===== config.mk =====
export PLATFORM = sky130hd
export DESIGN_NAME = ihq_ctrl
export DESIGN_NICKNAME = d
export VERILOG_FILES = /design/src/hdl/ihq_pkg.sv /design/src/hdl/ihq_ctrl.sv
export SDC_FILE = /design/constraint.sdc
export NUM_CORES = 1
export LEC_CHECK = 0
export BUFFER_PORTS_ARGS = -buffer_cell sky130_fd_sc_hd__buf_2
export CORE_AREA = 10 10 47 49
export DETAILED_ROUTE_END_ITERATION = 8
export DIE_AREA = 0 0 57 59
export PLACE_DENSITY = 0.41
export SETUP_SLACK_MARGIN = 0.02
export SKIP_CTS_REPAIR_TIMING = 1
export SLEW_MARGIN = 20
export SYNTH_ARGS = -nofsm -noshare
export SYNTH_HDL_FRONTEND = slang
export SYNTH_SLANG_ARGS = --single-unit

===== constraint.sdc =====
create_clock -name clk -period 1.8 [get_ports clk]
set_input_delay 0.54 -clock clk [delete_from_list [all_inputs] [get_ports clk]]
set_output_delay 0.54 -clock clk [all_outputs]
set_load 0.1 [all_outputs]

===== src/hdl/ihq_pkg.sv =====
package ihq_pkg;

  localparam int COUNT_W = 11;
  localparam int DIM_W = 11;
  localparam int NUM_CORNERS = 4;

  typedef enum logic [1:0] {
    FUNC_LOAD  = 2'd0,
    FUNC_PIXEL = 2'd1,
    FUNC_QUERY = 2'd2,
    FUNC_NOP   = 2'd3
  } func_t;

  typedef enum logic [1:0] {
    ST_OK         = 2'd0,
    ST_RANGE      = 2'd1,
    ST_INCOMPLETE = 2'd2,
    ST_BAD_INDEX  = 2'd3
  } status_t;

  typedef enum logic [1:0] {
    REG_MODE   = 2'd0,
    REG_COUNT  = 2'd1,
    REG_WIDTH  = 2'd2,
    REG_HEIGHT = 2'd3
  } reg_t;

  typedef enum logic [1:0] {
    S_IDLE,
    S_PIXEL,
    S_QUERY,
    S_DONE
  } state_t;

  typedef struct packed {
    logic accept;
    logic pix_run;
    logic qry_run;
    logic out_load;
  } cmd_t;

  typedef struct packed {
    func_t func;
    logic  qry_ok;
    logic  sweep_done;
    logic  qry_done;
    logic  out_free;
  } sts_t;

endpackage


===== src/hdl/ihq_ctrl.sv =====
module ihq_ctrl (
  input  logic            clk,
  input  logic            rst,
  input  logic            in_valid,
  output logic            in_stall,
  input  ihq_pkg::sts_t   sts,
  output ihq_pkg::cmd_t   cmd
);

  ihq_pkg::state_t state, state_next;

  always_ff @(posedge clk) begin
    if (rst) begin
      state <= ihq_pkg::S_IDLE;
    end else begin
      state <= state_next;
    end
  end

  always_comb begin
    state_next = state;
    case (state)
      ihq_pkg::S_IDLE: begin
        if (in_valid) begin
          case (sts.func)
            ihq_pkg::FUNC_PIXEL: state_next = ihq_pkg::S_PIXEL;
            ihq_pkg::FUNC_QUERY: begin
              state_next = sts.qry_ok ? ihq_pkg::S_QUERY : ihq_pkg::S_DONE;
            end
            default: state_next = ihq_pkg::S_DONE;
          endcase
        end
      end
      ihq_pkg::S_PIXEL: if (sts.sweep_done) state_next = ihq_pkg::S_DONE;
      ihq_pkg::S_QUERY: if (sts.qry_done) state_next = ihq_pkg::S_DONE;
      ihq_pkg::S_DONE: if (sts.out_free) state_next = ihq_pkg::S_IDLE;
      default: state_next = ihq_pkg::S_IDLE;
    endcase
  end

  always_comb begin
    in_stall     = (state != ihq_pkg::S_IDLE);
    cmd.accept   = (state == ihq_pkg::S_IDLE) && in_valid;
    cmd.pix_run  = (state == ihq_pkg::S_PIXEL);
    cmd.qry_run  = (state == ihq_pkg::S_QUERY);
    cmd.out_load = (state == ihq_pkg::S_DONE) && sts.out_free;
  end

endmodule


==> flow_summary.ini, run 1 <==
[timing]
tns_ns = 0
period_share_pct = 96.0
hold_viol = 0
fmax_ghz = 0.579
hold_slack_ns = 0.516
setup_viol = 0
finClkSkew_ns = 0.00355
finalWorstSetupSlack_ns = 0.0718
rsz0062_at_grt = yes
fin_crit_ns = 1.73
slew_viol_final = 0
relSlewSlack_pct = 83.7
worstMarginPinSlew_ns = 0.241

[power]
ir_drop_uv = 801
switching_share_pct = 52.4
power.switching_w = 0.000487
p_seq_share_pct = 8.2
p_int_w = 0.000442
p_comb_share_pct = 81.6
pwr-share-clk_pct = 10.2
cellLeakagePower_nw = 0.224
powerDensity_nw_per_um2 = 1830

[clock_network]
cts-root-buf = clkbuf_4
cts_tree = done
clkTransAtPathRegs_ns = 0.03
cts.sinks = 2
cts-buffers-inserted = 3
clk_latency_ns = 0.22
cts.htree.levels = 1
clock_path_buffers = 2

[status]
status = finished clean

[final_layout]
largest_reg_flops = 2
instances_no_fill = 66
top_regs = state: 2 flops
n_fill_cell = 162
design_area_sq_um = 508
multi_input_area_sq_um = 250
regMostFlops = state
drive_gt1_share_pct = 62.0
n_antenna_cell = 0
finalNetCount = 68
syn_to_final_growth_pct = 74.2
ff_latch_area_sq_um = 41.3

[global_routing]
grt_max_degree = 7
grt_use_total_pct = 4.31
overflow = 0
grt_pass1_wl_mm = 1.17
first_global_vias = 298
antenna_found_initial = 0

[yosys]
synthArstFlopShare_pct = 0
synth_xor_area_share_pct = 0
synth_ff_type = dfxtp_1
synthAdderAreaFrac_pct = 30.0
syn_nets = 49
synth_top_area_share_pct = 30.0
synth.distinct_cells = 15
avgSynthCellArea_sq_um = 8.83
synth_common_cells = ha_1 (7), inv_1 (6), nand2b_1 (4)
yosysMostFrequentCell = ha_1
syn-cell-area_sq_um = 292
syn_inst = 33
ys_ff_latch = 2
synth_compound_area_share_pct = 16.7
synthSimpleGateAreaFrac_pct = 31.8
synth_seq_area_share_pct = 13.7
ys_top_cells_by_area = ha_1 (30%), dfxtp_1 (14%), nand2b_1 (8.6%), inv_1 (7.7%), a41oi_1 (6.0%)
synthMuxAreaShare_pct = 0
synth_edf_count = 0
yosysWarnings = 0
synth_top_family_by_area = simple AND/OR/NAND/NOR gates
post-synth-top-area-cell = ha_1

[critical_path]
cp_slowest_cell = dfxtp_2
cpPeakStageDelay_ns = 0.34
crit_fanout = 6
cp-end-kind = primary output
crit_family = flip-flops
worstPathArrival_ns = 1.19
critPathRequiredTime_ns = 1.26
crit_chain = inv_1 > ha_4 > and2_2 > buf_12
startpoint_type = flip-flop
path_buf_inv = 2
path_class = reg -> out

[placed_design]
portBuffers = 13
dp.cells = 63
place_congestion = 0.687
place_area_sq_um = 469
dp_worst_setup_slack_ns = 0.141

[floorplan]
core.rowCount = 14
dieArea_sq_um = 3360
die_h_microns = 59
core_area_sq_um = 1400
die_x_microns = 57
ios = 14
start_util_pct = 20.8

[detailed_routing]
viasPerCell = 4.11
dr.pass1.iters = 2
final_antenna_net_count = 0
drt_iter0_drc = 3
drc_errors = 0
drt_wl_total_microns = 648
wire_per_inst_microns = 9.82
num_vias = 271

[flow_run]
drv_cap = 0

[worst_hold_path]
min_path_type = in -> reg
through the flow:
step / utilization (%) / total power (W)
finish: 36.3 / 0.000929
floorplan: - / 0.000584
CTS: 35.1 / 0.000911
global placement: 33.5 / 0.000819
global route: 36.3 / 0.000996
detailed placement: 33.5 / 0.000813
layer usage:
layer	share of wire (%)	vias up	global-route usage (%)
li1	-	146	-
met1	42	116	4.02
met3	6.6	2	3.00
met5	0	-	0
met2	50	7	7.60
met4	0.93	0	1.01
cell type report:
class	count	area share [%]
Timing Repair Buffer	14	29.1
Clock buffer	3	4.43
Sequential cell	2	8.13
Inverter	6	5.17
Multi-Input combinational cell	25	49.3
Tap cell	16	3.94
cell usage in the layout, fill, tap and decap left out, drive strengths merged:
master | netlist | final
a211oi | 1 | 1
inv | 6 | 5
a31o | 1 | 1
ha | 7 | 7
nand2b | 6 | 6
nor2 | 1 | 1
and4 | 1 | 1
clkinvlp | 0 | 1
and2 | 2 | 2
a41oi | 2 | 2
a21oi | 2 | 2
dfxtp | 2 | 2
nor2b | 1 | 1
buf | 0 | 14
clkbuf | 0 | 3
nor3b | 1 | 1
cell families after synthesis:
group	after synthesis
buffers and inverters	6
AND/OR/NAND/NOR	12
flip-flops	2
adder cells (fa/ha/maj)	7
AO/OA/AOI/OAI	6
power groups by stage:
stage	clock, W	sequential [W]	combinational, W
floorplan	0	0.0000772	0.000506
global placement	0	0.0000746	0.000744
detailed placement	0	0.0000752	0.000738
CTS	0.0000981	0.0000745	0.000738
global route	0.000105	0.0000801	0.000810
finish	0.0000943	0.0000765	0.000758
worst paths after layout:
path / cells after the start / slack, ns / start / end
max: 4 / 0.07 / state[0] / cmd[3]
min reg2reg: 3 / 0.65 / state[0] / state[0]
min: 2 / 0.52 / rst / state[1]
max reg2reg: 5 / 0.58 / state[0] / state[0]
No activity file was read; power rests on OpenSTA's default activity.
==> run 2: changes to the inputs <==
==> constraint.sdc (replaced) <==
create_clock -name clk -period 2.1 [get_ports clk]
set_input_delay 0.63 -clock clk [delete_from_list [all_inputs] [get_ports clk]]
set_output_delay 0.63 -clock clk [all_outputs]
set_load 0.1 [all_outputs]
==> run 2 against run 1 <==
Effect of this change:
- power decreased by 25%
- global-route usage rose by 0.22 points
- via count down 4.1%
- count of clock-buffer cells in the layout is the same
- critical path type unchanged
==> flow_summary.ini, run 2 (synthesized netlist as in run 1, its figures left out) <==
[status]
status = finished clean

[detailed_routing]
drt_iter0_drc = 0
viasPerCell = 4.00
dr.pass1.iters = 1
drt_wl_total_microns = 708
final_antenna_net_count = 0
drc_errors = 0
num_vias = 260
wire_per_inst_microns = 10.9

[flow_run]
drv_cap = 0

[timing]
relSlewSlack_pct = 67.6
setup_viol = 0
worstMarginPinSlew_ns = 0.489
fin_crit_ns = 1.95
slew_viol_final = 0
hold_viol = 0
tns_ns = 0
period_share_pct = 92.6
finClkSkew_ns = 0.00470
fmax_ghz = 0.514
rsz0062_at_grt = no

[critical_path]
crit_fanout = 6
cp-end-kind = primary output
critPathRequiredTime_ns = 1.47
startpoint_type = flip-flop
worstPathArrival_ns = 1.32
path_class = reg -> out

[placed_design]
portBuffers = 13
place_area_sq_um = 422
place_congestion = 0.654
hpwl_microns = 602

[final_layout]
largest_reg_flops = 2
final_cell_mix = buf_2 (10), ha_1 (7), inv_1 (6)
final_common_cell = buf_2
regMostFlops = state
syn_to_final_growth_pct = 52.4
postLayoutCoreUtil_pct = 31.7
finalNetCount = 67
drive_gt1_share_pct = 46.9
top_regs = state: 2 flops
n_antenna_cell = 0
design_area_sq_um = 444

[global_routing]
antenna_found_initial = 0
overflow = 0
grt_pass1_wl_mm = 1.13
grt_use_total_pct = 4.53
first_global_vias = 278
grt_max_degree = 7

[power]
power.switching_w = 0.000403
p_seq_share_pct = 9.8
p_int_w = 0.000296
powerDensity_nw_per_um2 = 1570
ir_drop_uv = 560
switching_share_pct = 57.6
p_total_w = 0.000699
cellLeakagePower_nw = 0.221
pwr-share-clk_pct = 12.6
p_comb_share_pct = 77.6

[clock_network]
cts_tree = done
cts-root-buf = clkbuf_4
cts.sinks = 2
clk_latency_ns = 0.23
clkTransAtPathRegs_ns = 0.03
cts.htree.levels = 1
cts-buffers-inserted = 3
clock_path_buffers = 2

[floorplan]
dieArea_sq_um = 3360
die_h_microns = 59
die_x_microns = 57
ios = 14
start_util_pct = 20.8
core_area_sq_um = 1400
core.rowCount = 14

[worst_hold_path]
min_path_type = in -> reg
==> run 2: cell count changes in the layout (fill, tap and decap cells not counted), moves of 2 or more <==
cell and change:
buf_12 -2, buf_2 +2, ha_2 -3, ha_1 +4
==> run 2: through the flow <==
step / setup slack [ns] / hold WS, ns / instances
after floorplan: 0.103 / 0.598 / 33
after global placement: 0.379 / 0.656 / 62
after detailed placement: 0.376 / 0.648 / 62
after CTS: 0.145 / 0.593 / 65
after global routing: 0.0720 / 0.621 / 65
final: 0.155 / 0.598 / 65
==> run 2: cell type report <==
type | count | area (sq um)
Multi-Input combinational cell | 25 | 229
Sequential cell | 2 | 40.0
Inverter | 6 | 22.5
Fill cell | 164 | 957
Clock buffer | 3 | 22.5
Tap cell | 16 | 20.0
Timing Repair Buffer | 13 | 110
==> run 2: routing by layer <==
layer	vias up	track usage, %	part of all wire, %
met2	5	6.82	52
li1	143	-	-
met1	110	4.03	37
met5	-	0	0
met3	2	2.58	9.2
met4	0	5.03	0.85
==> run 2: path summary, 6_finish.rpt <==
path              end  startpoint  slack, ns  cells past startpoint
max            cmd[3]    state[0]       0.15                      4
min          state[1]         rst       0.60                      2
max reg2reg  state[1]    state[0]       0.84                      5
min reg2reg  state[1]    state[1]       0.65                      2
==> run 2: worst max-delay path, stage by stage (launching register included) <==
cell     delay [ns]
dfxtp_1        0.37
inv_1          0.08
ha_1           0.26
and2_2         0.21
buf_12         0.16
==> run 2: power by group through the flow <==
stage               Sequential, W  Clock [W]  Combinational [W]
floorplan               0.0000656          0           0.000416
detailed placement      0.0000694          0           0.000548
CTS                     0.0000688  0.0000925           0.000549
finish                  0.0000686  0.0000882           0.000542
global route            0.0000706  0.0000926           0.000580
global placement        0.0000689          0           0.000547
==> run 3: changes to the inputs <==
--- a/config.mk
+++ b/config.mk
@@ -7,6 +7,7 @@
 export LEC_CHECK = 0
 export BUFFER_PORTS_ARGS = -buffer_cell sky130_fd_sc_hd__buf_2
 export CORE_AREA = 10 10 47 49
+export CTS_CLUSTER_SIZE = 20
 export DETAILED_ROUTE_END_ITERATION = 8
 export DIE_AREA = 0 0 57 59
 export PLACE_DENSITY = 0.41
==> constraint.sdc (replaced) <==
create_clock -name clk -period 2.1 [get_ports clk]
set_input_delay 0.42 -clock clk [delete_from_list [all_inputs] [get_ports clk]]
set_output_delay 0.42 -clock clk [all_outputs]
set_load 0.1 [all_outputs]
==> run 3 against run 2 <==
Effect of this change:
- non-clock buffer count unchanged
- routed wire length decreased by 2.8%
- clock power increased by 0.8%
- via count increased by 0.77%
- register-to-register slack about the same
- hold slack got worse by 0.22 ns
- largest power group unchanged
- core utilization decreased by 3.2 points
- combinational power decreased by 13%
==> flow_summary.ini, run 3 (synthesized netlist as in run 1, its figures left out) <==
[clock_network]
clock_path_buffers = 2
cts-buffers-inserted = 3
cts_tree = done
cts.sinks = 2
cts-root-buf = clkbuf_4
clk_latency_ns = 0.23
cts.htree.levels = 1
clkTransAtPathRegs_ns = 0.03

[global_routing]
first_global_vias = 260
overflow = 0
grt_max_degree = 7
grt_util_met2_pct = 5.89
grt.busiest_layer = met4
grt_pass1_wl_microns = 986
grt_use_total_pct = 4.10
antenna_found_initial = 0
use_met1_pct = 3.32
met3_usage_pct = 2.36

[final_layout]
design_area_sq_um = 399
n_antenna_cell = 0
final_common_cell = buf_2
final_cell_mix = buf_2 (13), ha_1 (7), inv_1 (6)
regMostFlops = state
top_regs = state: 2 flops
largest_reg_flops = 2
syn_to_final_growth_pct = 36.9
drive_gt1_share_pct = 46.9
finalNetCount = 67

[floorplan]
core.rowCount = 14
core_area_sq_um = 1400
ios = 14
die_x_microns = 57
dieArea_sq_um = 3360
start_util_pct = 20.8
die_h_microns = 59

[placed_design]
hpwl_microns = 581
place_area_sq_um = 377
place_congestion = 0.609
portBuffers = 13

[power]
ir_drop_uv = 376
powerDensity_nw_per_um2 = 1580
cellLeakagePower_nw = 0.209

[timing]
worstMarginPinSlew_ns = 0.490
setup_viol = 0
fin_crit_ns = 1.90
hold_viol = 0
period_share_pct = 90.4
fmax_ghz = 0.526
finClkSkew_ns = 0.00221
tns_ns = 0
slew_viol_final = 0
relSlewSlack_pct = 67.5
rsz0062_at_grt = no

[flow_run]
drv_cap = 0

[critical_path]
startpoint_type = flip-flop
cp-end-kind = primary output
critPathRequiredTime_ns = 1.68
path_class = reg -> out
worstPathArrival_ns = 1.48
crit_fanout = 6

[detailed_routing]
wire_per_inst_microns = 10.6
dr.pass1.iters = 2
viasPerCell = 4.03
num_vias = 262
final_antenna_net_count = 0
drc_errors = 0
drt_iter0_drc = 1
drt_wl_total_microns = 688

[status]
status = finished clean

[worst_hold_path]
min_path_type = in -> reg
==> run 3: routing by layer <==
metal | part of all wire, % | vias to the layer above
met5 | 0 | -
met4 | 4.9 | 0
met3 | 7.3 | 5
met2 | 48 | 8
met1 | 40 | 106
li1 | - | 143
==> run 3: report_power, final <==
group	internal [W]	leakage (nW)	switching [W]	total (W)
Combinational	0.000121	0.179	0.000351	0.000472
Clock	0.0000633	0.0138	0.0000255	0.0000889
Sequential	0.0000534	0.0166	0.0000149	0.0000683
==> run 3: critical path, stage by stage, from the launching register on <==
cell and delay (ns):
dfxtp_1 0.33, inv_1 0.09, ha_1 0.25, and2_2 0.17, buf_2 0.41
==> run 3: layout make-up <==
type | count | area [sq um]
multi-input cells | 25 | 229
inverters | 6 | 22.5
well taps | 16 | 20.0
fillers | 168 | 1000
repair buffers | 13 | 65.1
flip-flops and latches | 2 | 40.0
clock buffers | 3 | 22.5
==> run 3: worst paths after layout <==
check | start | endpoint | slack, ns | cells after the start
worst max-delay path | state[0] | cmd[3] | 0.20 | 4
worst min register to register | state[1] | state[1] | 0.66 | 2
worst max register to register | state[0] | state[0] | 0.83 | 5
worst min-delay path | rst | state[1] | 0.38 | 2
==> run 3: stage by stage <==
| step | cells | utilization (%) | worst slack [ns] | total power [W] | hold slack, ns |
|---|---|---|---|---|---|
| after floorplan | 33 | - | 0.217 | 0.000482 | 0.485 |
| after global placement | 62 | 26.9 | 0.437 | 0.000549 | 0.618 |
| after CTS | 65 | 28.5 | 0.187 | 0.000641 | 0.368 |
| after detailed placement | 62 | 26.9 | 0.434 | 0.000547 | 0.612 |
| after global routing | 65 | 28.5 | 0.135 | 0.000667 | 0.375 |
| final | 65 | 28.5 | 0.201 | 0.000629 | 0.375 |
